File: src/design/fvac_pkg.sv
// ----------------------------------------------------------------------------
// fvac_pkg: shared types and constants for the frame voice activity capture
// Payload structs, configuration record, capture action codes and helpers.
// ----------------------------------------------------------------------------
`timescale 1ns / 1ps
`default_nettype none

package fvac_pkg;

    // Field widths
    localparam int SAMPLE_W = 16;
    localparam int RUN_W    = 16;
    localparam int MS_W     = 16;
    localparam int DUR_W    = 10;
    localparam int CFG_IDX_W  = 3;
    localparam int CFG_DATA_W = 16;

    // Frame extremes restored after each frame
    localparam logic signed [SAMPLE_W-1:0] SAMPLE_MAX = 16'sh7FFF;
    localparam logic signed [SAMPLE_W-1:0] SAMPLE_MIN = 16'sh8000;

    // Register indexes
    localparam logic [CFG_IDX_W-1:0] CFG_LEVEL_THRESH      = 3'd0;
    localparam logic [CFG_IDX_W-1:0] CFG_SILENT_TO_STOP    = 3'd1;
    localparam logic [CFG_IDX_W-1:0] CFG_ACTIVE_TO_START   = 3'd2;
    localparam logic [CFG_IDX_W-1:0] CFG_PUBLISH_MIN_MS    = 3'd3;
    localparam logic [CFG_IDX_W-1:0] CFG_FRAME_DURATION_MS = 3'd4;

    // Register reset values
    localparam logic [15:0]      RST_LEVEL_THRESH      = 16'd1000;
    localparam logic [15:0]      RST_SILENT_TO_STOP    = 16'd200;
    localparam logic [15:0]      RST_ACTIVE_TO_START   = 16'd1;
    localparam logic [15:0]      RST_PUBLISH_MIN_MS    = 16'd500;
    localparam logic [DUR_W-1:0] RST_FRAME_DURATION_MS = 10'd20;

    // Capture action reported per frame
    typedef enum logic [2:0] {
        ACT_DROP         = 3'd0,
        ACT_START        = 3'd1,
        ACT_RECORD       = 3'd2,
        ACT_STOP_DISCARD = 3'd3,
        ACT_STOP_PUBLISH = 3'd4
    } t_action;

    // Capture state, one-hot
    typedef enum logic [1:0] {
        CAP_IDLE = 2'b01,
        CAP_REC  = 2'b10
    } t_cap_state;

    typedef struct packed {
        logic signed [SAMPLE_W-1:0] sample;
        logic                       frame_end;
    } t_in_item;

    typedef struct packed {
        t_action      frame_action;
        logic [15:0]  peak_to_peak;
        logic         frame_silent;
    } t_out_item;

    typedef struct packed {
        logic [15:0]      level_thresh;
        logic [RUN_W-1:0] silent_frames_to_stop;
        logic [RUN_W-1:0] active_frames_to_start;
        logic [MS_W-1:0]  publish_min_ms;
        logic [DUR_W-1:0] frame_duration_ms;
    } t_cfg;

    // Finished frame handed from the tracker to the decision stage
    typedef struct packed {
        logic        valid;
        logic [15:0] peak_to_peak;
    } t_frame_info;

    // Saturating 16-bit increment
    function automatic logic [RUN_W-1:0] sat_inc(input logic [RUN_W-1:0] a);
        sat_inc = (a == {RUN_W{1'b1}}) ? a : a + 1'b1;
    endfunction

    // Saturating 16-bit add of a frame duration
    function automatic logic [MS_W-1:0] sat_add_ms(input logic [MS_W-1:0] a,
                                                   input logic [DUR_W-1:0] b);
        logic [MS_W:0] sum;
        sum = {1'b0, a} + {{(MS_W + 1 - DUR_W){1'b0}}, b};
        sat_add_ms = sum[MS_W] ? {MS_W{1'b1}} : sum[MS_W-1:0];
    endfunction

endpackage

`default_nettype wire

File: src/design/fvac_cfg_regs.sv
// ----------------------------------------------------------------------------
// fvac_cfg_regs: configuration register file
// Five registers written by index; unknown indexes are ignored.
// ----------------------------------------------------------------------------
`timescale 1ns / 1ps
`default_nettype none

module fvac_cfg_regs
    import fvac_pkg::*;
(
    input  wire logic                  i_clk,
    input  wire logic                  i_rst_n,
    input  wire logic                  i_cfg_valid,
    input  wire logic [CFG_IDX_W-1:0]  i_cfg_index,
    input  wire logic [CFG_DATA_W-1:0] i_cfg_data,
    output t_cfg                       o_cfg
);

    t_cfg r_cfg;

    // Register writes, low bits kept per register width
    always_ff @(posedge i_clk) begin
        if (!i_rst_n) begin
            r_cfg.level_thresh           <= RST_LEVEL_THRESH;
            r_cfg.silent_frames_to_stop  <= RST_SILENT_TO_STOP;
            r_cfg.active_frames_to_start <= RST_ACTIVE_TO_START;
            r_cfg.publish_min_ms         <= RST_PUBLISH_MIN_MS;
            r_cfg.frame_duration_ms      <= RST_FRAME_DURATION_MS;
        end else if (i_cfg_valid) begin
            case (i_cfg_index)
                CFG_LEVEL_THRESH:      r_cfg.level_thresh           <= i_cfg_data;
                CFG_SILENT_TO_STOP:    r_cfg.silent_frames_to_stop  <= i_cfg_data;
                CFG_ACTIVE_TO_START:   r_cfg.active_frames_to_start <= i_cfg_data;
                CFG_PUBLISH_MIN_MS:    r_cfg.publish_min_ms         <= i_cfg_data;
                CFG_FRAME_DURATION_MS: r_cfg.frame_duration_ms      <= i_cfg_data[DUR_W-1:0];
                default: ;
            endcase
        end
    end

    assign o_cfg = r_cfg;

endmodule

`default_nettype wire

File: src/design/fvac_minmax.sv
// ----------------------------------------------------------------------------
// fvac_minmax: input register and per-frame min/max tracker
// Registers each sample, folds it into the running extremes and emits the
// peak-to-peak value on the last sample of a frame.
// ----------------------------------------------------------------------------
`timescale 1ns / 1ps
`default_nettype none

module fvac_minmax
    import fvac_pkg::*;
(
    input  wire logic     i_clk,
    input  wire logic     i_rst_n,
    input  wire logic     i_in_valid,
    output logic          o_in_ready,
    input  t_in_item      i_in_item,
    input  wire logic     i_out_free,
    output t_frame_info   o_frame
);

    logic                       r_s1_valid;
    t_in_item                   r_s1;
    logic signed [SAMPLE_W-1:0] r_min;
    logic signed [SAMPLE_W-1:0] r_max;
    logic signed [SAMPLE_W-1:0] n_min;
    logic signed [SAMPLE_W-1:0] n_max;
    logic [SAMPLE_W:0]          diff;
    logic                       s1_go;
    logic                       in_accept;

    // A frame-end sample waits for a free result slot; others always move on
    assign s1_go      = r_s1_valid && (!r_s1.frame_end || i_out_free);
    assign o_in_ready = !r_s1_valid || s1_go;
    assign in_accept  = i_in_valid && o_in_ready;

    // Extremes including the registered sample
    always_comb begin
        n_min = (r_s1.sample < r_min) ? r_s1.sample : r_min;
        n_max = (r_s1.sample > r_max) ? r_s1.sample : r_max;
        diff  = {n_max[SAMPLE_W-1], n_max} - {n_min[SAMPLE_W-1], n_min};
    end

    assign o_frame.valid        = s1_go && r_s1.frame_end;
    assign o_frame.peak_to_peak = diff[SAMPLE_W-1:0];

    // Input register
    always_ff @(posedge i_clk) begin
        if (!i_rst_n) begin
            r_s1_valid <= 1'b0;
        end else begin
            r_s1_valid <= in_accept || (r_s1_valid && !s1_go);
        end
        if (in_accept) begin
            r_s1 <= i_in_item;
        end
    end

    // Running extremes, restored at frame end
    always_ff @(posedge i_clk) begin
        if (!i_rst_n) begin
            r_min <= SAMPLE_MAX;
            r_max <= SAMPLE_MIN;
        end else if (s1_go) begin
            if (r_s1.frame_end) begin
                r_min <= SAMPLE_MAX;
                r_max <= SAMPLE_MIN;
            end else begin
                r_min <= n_min;
                r_max <= n_max;
            end
        end
    end

endmodule

`default_nettype wire

File: src/design/fvac_decide.sv
// ----------------------------------------------------------------------------
// fvac_decide: frame classification, capture control and result register
// Updates run counters and recorded time per frame and holds the result
// until it is taken.
// ----------------------------------------------------------------------------
`timescale 1ns / 1ps
`default_nettype none

module fvac_decide
    import fvac_pkg::*;
(
    input  wire logic   i_clk,
    input  wire logic   i_rst_n,
    input  t_cfg        i_cfg,
    input  t_frame_info i_frame,
    output logic        o_out_free,
    output logic        o_out_valid,
    input  wire logic   i_out_ready,
    output t_out_item   o_out_item
);

    logic             r_out_valid;
    t_out_item        r_out;
    t_cap_state       r_state;
    t_cap_state       n_state;
    logic [RUN_W-1:0] r_silent_run;
    logic [RUN_W-1:0] r_active_run;
    logic [RUN_W-1:0] n_silent_run;
    logic [RUN_W-1:0] n_active_run;
    logic [MS_W-1:0]  r_recorded_ms;
    logic [MS_W-1:0]  n_recorded_ms;
    logic             silent;
    t_action          action;

    assign o_out_free = !r_out_valid || i_out_ready;

    // Classification and run counters
    always_comb begin
        silent = i_frame.peak_to_peak < i_cfg.level_thresh;
        if (silent) begin
            n_silent_run = sat_inc(r_silent_run);
            n_active_run = '0;
        end else begin
            n_silent_run = '0;
            n_active_run = sat_inc(r_active_run);
        end
    end

    // Capture decision
    always_comb begin
        n_state       = r_state;
        n_recorded_ms = r_recorded_ms;
        action        = ACT_DROP;
        case (r_state)
            CAP_IDLE: begin
                if (n_active_run >= i_cfg.active_frames_to_start) begin
                    action        = ACT_START;
                    n_state       = CAP_REC;
                    n_recorded_ms = {{(MS_W - DUR_W){1'b0}}, i_cfg.frame_duration_ms};
                end
            end
            CAP_REC: begin
                if (n_silent_run >= i_cfg.silent_frames_to_stop) begin
                    action        = (r_recorded_ms > i_cfg.publish_min_ms) ?
                                    ACT_STOP_PUBLISH : ACT_STOP_DISCARD;
                    n_state       = CAP_IDLE;
                    n_recorded_ms = '0;
                end else begin
                    action        = ACT_RECORD;
                    n_recorded_ms = sat_add_ms(r_recorded_ms, i_cfg.frame_duration_ms);
                end
            end
            default: begin
                n_state = CAP_IDLE;
            end
        endcase
    end

    // Frame state
    always_ff @(posedge i_clk) begin
        if (!i_rst_n) begin
            r_state       <= CAP_IDLE;
            r_silent_run  <= '0;
            r_active_run  <= '0;
            r_recorded_ms <= '0;
        end else if (i_frame.valid) begin
            r_state       <= n_state;
            r_silent_run  <= n_silent_run;
            r_active_run  <= n_active_run;
            r_recorded_ms <= n_recorded_ms;
        end
    end

    // Result register
    always_ff @(posedge i_clk) begin
        if (!i_rst_n) begin
            r_out_valid <= 1'b0;
        end else if (i_frame.valid) begin
            r_out_valid <= 1'b1;
        end else if (i_out_ready) begin
            r_out_valid <= 1'b0;
        end
        if (i_frame.valid) begin
            r_out.frame_action <= action;
            r_out.peak_to_peak <= i_frame.peak_to_peak;
            r_out.frame_silent <= silent;
        end
    end

    assign o_out_valid = r_out_valid;
    assign o_out_item  = r_out;

endmodule

`default_nettype wire

File: src/design/frame_voice_activity_capture.sv
// A frame-end sample's result passes the input register, then the result
// register, and becomes valid there; other samples give none.
// Throughput: one sample per cycle; a frame-end sample stalls only while
// the result register still holds an untaken result.
// Reset (synchronous, active low) clears counters, capture state, extremes
// and the registers to their defaults; the configuration port is always ready.
`timescale 1ns / 1ps
`default_nettype none

module frame_voice_activity_capture
    import fvac_pkg::*;
(
    input  wire logic                  i_clk,
    input  wire logic                  i_rst_n,
    // sample stream
    input  wire logic                  i_in_valid,
    output logic                       o_in_ready,
    input  t_in_item                   i_in_item,
    // frame results
    output logic                       o_out_valid,
    input  wire logic                  i_out_ready,
    output t_out_item                  o_out_item,
    // configuration writes
    input  wire logic                  i_cfg_valid,
    output logic                       o_cfg_ready,
    input  wire logic [CFG_IDX_W-1:0]  i_cfg_index,
    input  wire logic [CFG_DATA_W-1:0] i_cfg_data
);

    t_cfg        cfg;
    t_frame_info frame;
    logic        out_free;

    assign o_cfg_ready = 1'b1;

    // Configuration registers
    fvac_cfg_regs u_cfg_regs (
        .i_clk       (i_clk),
        .i_rst_n     (i_rst_n),
        .i_cfg_valid (i_cfg_valid),
        .i_cfg_index (i_cfg_index),
        .i_cfg_data  (i_cfg_data),
        .o_cfg       (cfg)
    );

    // Sample register and frame extremes
    fvac_minmax u_minmax (
        .i_clk      (i_clk),
        .i_rst_n    (i_rst_n),
        .i_in_valid (i_in_valid),
        .o_in_ready (o_in_ready),
        .i_in_item  (i_in_item),
        .i_out_free (out_free),
        .o_frame    (frame)
    );

    // Capture control and result register
    fvac_decide u_decide (
        .i_clk       (i_clk),
        .i_rst_n     (i_rst_n),
        .i_cfg       (cfg),
        .i_frame     (frame),
        .o_out_free  (out_free),
        .o_out_valid (o_out_valid),
        .i_out_ready (i_out_ready),
        .o_out_item  (o_out_item)
    );

endmodule

`default_nettype wire

File: config.mk
export PLATFORM = sky130hd
export DESIGN_NAME = frame_voice_activity_capture
export DESIGN_NICKNAME = d
export VERILOG_FILES = /design/src/design/fvac_pkg.sv /design/src/design/fvac_cfg_regs.sv /design/src/design/fvac_minmax.sv /design/src/design/fvac_decide.sv /design/src/design/frame_voice_activity_capture.sv
export SDC_FILE = /design/constraint.sdc
export NUM_CORES = 1
export LEC_CHECK = 0
export BUFFER_PORTS_ARGS = -buffer_cell sky130_fd_sc_hd__buf_2
export CAP_MARGIN = 20
export CORE_MARGIN = 10
export CORE_UTILIZATION = 51
export DETAILED_ROUTE_END_ITERATION = 6
export PLACE_DENSITY = 0.68
export SLEW_MARGIN = 40
export SYNTH_ARGS = -nofsm -noshare
export SYNTH_HDL_FRONTEND = slang
export SYNTH_SLANG_ARGS = --single-unit
export TNS_END_PERCENT = 10
File: constraint.sdc
create_clock -name i_clk -period 22 [get_ports i_clk]
set_input_delay 2.2 -clock i_clk [delete_from_list [all_inputs] [get_ports i_clk]]
set_output_delay 2.2 -clock i_clk [all_outputs]
set_load 0.02 [all_outputs]
## Word level (Yosys, flattened, before mapping)

Index checks and enable logic that the tools add are counted.

- Bits in latches: 0
- Bits in read-only memories: 0
- Register bits after elaboration: 195
- Memory bits (writable): 0
- Memories kept: 0
- Output and inout port bits: 23

- Multiplexer cells: 21
- Order comparisons: 6
- Eq/ne operators: 10
- Reduce and logical (&&, ||, !) cells: 22
- Multiply operators: 0
- $add $sub $neg: 4
- Bitwise logic cells: 0
- Shift operators: 0
- Div/mod/pow operators: 0

Operator list:

| cell | number |
|---|---|
| $mux W16 | 11 |
| $add A16 B1 Y16 const B | 2 |
| $eq A16 B16 Y1 const B | 2 |
| $ge A16 B16 Y1 | 2 |
| $gt A16 B16 Y1 | 2 |
| $lt A16 B16 Y1 | 2 |
| $pmux W16 S2 | 1 |
| $add A16 B10 Y17 | 1 |
| $sub A16 B16 Y16 | 1 |
| $reduce_and A2 Y1 | 5 |
| $eq A3 B2 Y1 const B | 2 |
| $mux W3 | 2 |
| $pmux W3 S2 | 1 |
| $reduce_and A3 Y1 | 2 |
| $logic_and A1 B1 Y1 | 4 |
| $logic_not A1 Y1 | 4 |
| $logic_or A1 B1 Y1 | 4 |
| $mux W2 | 2 |
| $ne A2 B1 Y1 const B | 2 |
| $pmux W2 S2 | 1 |
| $reduce_bool A2 Y1 | 2 |
| $eq A3 B1 Y1 const B | 1 |
| $eq A3 B3 Y1 const B | 1 |
| $logic_not A3 Y1 | 1 |
| other kinds (3) | 5 |

## Depth between registers and ports, before layout

- Word-level depth: 8
- Gate-level depth with buffers: 42
- Depth with buffers taken out: 38

## Modules after synthesis

A second synthesis with hierarchy kept.

- Cells, all modules: 1382
- Area, all modules: 12125.4 um^2

Modules (own cells, without submodules):

| module | cells each | instances | area an instance (um^2) |
|---|---|---|---|
| fvac_decide | 710 | 1 | 5731.7 |
| fvac_minmax | 396 | 1 | 3549.7 |
| fvac_cfg_regs | 274 | 1 | 2832.7 |
| frame_voice_activity_capture | 2 | 1 | 11.3 |

## Worst setup path before layout

No wires, ideal clock.

- Path kind: reg2reg
- Start: reg u_minmax.r_s1[16] (netlist name)
- End: reg u_decide.r_recorded_ms[14]
- Buffers on the path: 5
- Library setup time: 75 ps
- Stages on the path, launching flop included: 42
- Data arrival time: 7811 ps
- Path slack: 14114 ps
- Cell sequence: edfxtp_1 > ha_1 > and3_1 > nand4_1 > or4_4 > nand2_1 > mux2_4 > buf_8 > mux2i_1 > inv_1 > ha_1 > nor2b_1 > o21ai_0 > nand2b_1 > a21o_1 > a21o_1 > a31o_2 > a21o_1 > (+6 left out) > a21o_1 > a211oi_2 > o211ai_2 > clkbuf_1 > clkbuf_1 > nor2_1 > ha_1 > a21o_1 > a21o_1 > a21o_1 > a21o_1 > a211oi_1 > o22a_1 > and2_1 > buf_2 > buf_4 > o2111ai_1 > o22ai_1

RTL lines:

| item | RTL line | text |
|---|---|---|
| start: declaration | fvac_minmax.sv:22 | `t_in_item r_s1;` |
| start signal: assignment | fvac_minmax.sv:54 | `r_s1 <= i_in_item;` |
| end signal: assignment | fvac_decide.sv:90 | `r_recorded_ms <= n_recorded_ms;` |
| end: declaration | fvac_decide.sv:30 | `logic [MS_W-1:0] r_recorded_ms;` |

==> metrics.txt <==
outcome finished, final reports clean; critical path class flop to flop; power share of the combinational group 22.7%; vias in the first global route 9209; Port Buffer Count 62; n_diodes 0; H-tree lvl count 4; clock sinks just under 200; Core Area approximately 23000 um^2; root buf cell clkbuf_16; antenna-violating nets left 0; clock latency on the worst-skew pair between 0.4 and 0.5 ns; Static Leak 0.00544 uW; initial antenna violation count 0; Cells after DPL 1677; Flop pwr share between 40% and 50%; Max-slew headroom around 47%; synthesized area 11600 um^2; Hold-fix buffers, CTS 0; total global routing overflow 0; min-delay src u_cfg_regs.o_cfg[50]; Setup Skew between 0.015 and 0.02 ns; drt initial violations 865; via/cell ratio ~5.7; Net count, final around 1600; final setup fails 0; final design utilization between 50% and 60%; post-CTS setup buffers 0; CTS Buf Count 17; Peak Freq roughly 100 MHz; slowest cell delay on critical path about 0.58 ns; max-cap violations 0; drt first pass iters 5; final wirelength around 30000 um; CP arrival 9.88 ns; global placement routability congestion 0.883; drc violations 0; Buf+Inv Stages, Crit Path 3; Syn. warnings 0; RSZ-0062 raised after global routing no; Fin. Hold Viols 0; Clk pwr share about 35%; worst hold-check path type flop to flop; sequential area share after synthesis between 30% and 40%; Die Y-Extent ~170 um; ys async rst share 0%; Ports between 60 and 70; CP Max Fanout 36; Top FF cell, synth dfxtp_1; Net Switching approximately 290 uW; row cnt 55; FF-to-FF setup slack ~12 ns; FF-to-FF Start u_minmax.r_s1[10]; Syn Area/Cell approximately 8.4 um^2; Slowest cell on crit path a31oi_2; most used cell, CP a21o_1; post-synthesis register bit count between 150 and 200; top cell family by delay on the critical path compound AO/OA/AOI/OAI gates; post-CTS resize count 0; fin crit share about 43%; Via Count between 9000 and 10000; Worst-path clk slew 0.08 ns; Power Density ~72 nW/um^2; GRT Util Overall between 20% and 30%; fin crit period ~9.5 ns; Worst Hold Endpoint u_cfg_regs.o_cfg[50]; Mapped Cells about 1400; Sw Share between 30% and 40%; Req. time, crit path about 22 ns; Slew @ Worst Pin 0.789 ns; DIE AREA ~29000 um^2; worst flop-to-flop path endpoint u_decide.r_recorded_ms[11]; area delta synth->final 9.39%; largest net degree at the start of global routing 70; max-slew violations 0; Non-Filler Instances ~1700; Worst Setup Start Kind flop; Pint just over 600 uW; Yosys cell types 75; CP Capture Type flop; FF-to-FF path depth 37; CTS Buffer Depth 2; Initial Utilization just over 50%; global-route wire length before repair between 40000 and 50000 um; Die Span X around 170 um; hold path cells 2; CTS tree built; share of cells above drive strength 1 9.83%; DP Wirelength approximately 21000 um; number of synthesized flops with an enable pin 37; maximum VDD drop around 0.000055 V; WL/cell 17.6 um; Mapped Nets roughly 1600; TNS Setup 0 ns
[metrics by stage]
stage / hold WS, ns / instance area (um^2) / total power [uW] / worst slack (ns)
2_1_floorplan: 0.436 / 11600 / 551 / 14.11
3_3_place_gp: 0.444 / 12100 / 603 / 12.85
3_5_place_dp: 0.448 / 12100 / 606 / 12.61
4_1_cts: 0.458 / 12700 / 921 / 12.55
5_1_grt: 0.472 / 12700 / 964 / 11.63
6_report: 0.458 / 12700 / 918 / 12.47
[how the worst max path moves through the flow]
stage | endpoint | depth (start not counted) | slack [ns] | start
detailed placement | u_decide.r_recorded_ms[11] | 37 | 12.61 | u_minmax.r_s1[10]
finish | u_decide.r_recorded_ms[11] | 37 | 12.47 | u_minmax.r_s1[10]
CTS | u_decide.r_recorded_ms[11] | 37 | 12.55 | u_minmax.r_s1[10]
floorplan | u_decide.r_recorded_ms[14] | 41 | 14.11 | u_minmax.r_s1[16]
global placement | u_decide.r_recorded_ms[10] | 37 | 12.85 | u_minmax.r_s1[11]
global route | u_decide.r_recorded_ms[10] | 37 | 11.63 | u_minmax.r_s1[12]
[Yosys cell counts (all sizes together) (14+ instances only)]
cell    count  area [um^2]
a31oi      18          113
a21oi     127          639
edfxtp     37         1110
ha        123         1540
clkbuf     51          193
inv       122          458
nand2b     24          150
a21o       32          240
o21ai      64          324
mux2       14          161
nand3      32          160
a22oi      16          120
o211ai     34          260
xor2       26          228
nand4      22          138
nor3       16         80.1
xnor2      17          149
and3       21          146
dfxtp     158         3160
nand2     193          724
nor2       86          323
mux2i      19          190
[layout make-up]
class                           count  area (um^2)
Fill cell                        2106         9850
Inverter                          122          458
Sequential cell                   195         4270
Clock buffer                       19          475
Tap cell                          285          357
Clock inverter                     13          130
Multi-Input combinational cell   1003         6650
Timing Repair Buffer               72          385
[routing by layer]
metal	share of wire [%]	GRT usage [%]	vias to the layer above
met4	1.7	5.44	0
li1	-	-	4913
met2	46	33.0	236
met1	46	27.8	4598
met5	0	0	-
met3	6.6	4.38	37
[worst register-to-register path, delay by kind of cell, from the launching register on]
kind	cells	cell delay [ns]
compound gates	21	4.46
simple gates	7	1.79
fa+ha+maj	4	1.21
buf+inv	3	1.05
flops	1	0.46
mux	1	0.33
xor+xnor	1	0.18
[registers in the layout, indices dropped and copies added (netlist names)]
name                    count
u_cfg_regs.o_cfg           74
u_decide.o_out_item        20
u_minmax.r_s1              17
u_decide.r_active_run      16
u_decide.r_recorded_ms     16
u_decide.r_silent_run      16
u_minmax.r_max             16
u_minmax.r_min             16
u_decide.r_state            2
u_decide.o_out_valid        1
u_minmax.r_s1_valid         1
[cell families (layout without fill, tap and decap cells)]
family,count (synthesis),in the layout,synth area share (%)
fa+ha+maj,125,125,13.6
simple gates,445,445,17.9
compound gates,356,356,19.1
flops,195,195,36.7
buf+inv,186,226,6.37
other cells,1,1,0.0322
xor+xnor,43,43,3.24
mux,33,33,3.02
[cell usage in the layout (no fill, tap or decap), types with 10 or more instances in the layout]
cell / count
edfxtp_1: 37
dfxtp_1: 158
mux2i_1: 19
buf_4: 10
mux2_2: 13
o21a_1: 10
a21o_1: 32
o21ai_0: 62
xor2_1: 26
inv_1: 120
nor3_1: 16
nand4_1: 22
nand3_1: 32
and3_1: 18
nor2b_1: 13
o31ai_1: 10
nor2_1: 85
nand2b_1: 24
a211oi_1: 12
clkbuf_16: 19
nand2_1: 193
a31oi_1: 16
xnor2_1: 17
buf_2: 62
o211ai_1: 33
ha_1: 123
a21oi_1: 125
a22oi_1: 16
[power groups by stage]
stage / sequential [uW] / combinational [uW] / clock [uW]
2_1_floorplan: 401 / 150 / 0
3_5_place_dp: 401 / 206 / 0
3_3_place_gp: 400 / 203 / 0
5_1_grt: 394 / 234 / 336
4_1_cts: 392 / 207 / 322
6_report: 393 / 208 / 317
(Power assumes the default switching activity.)
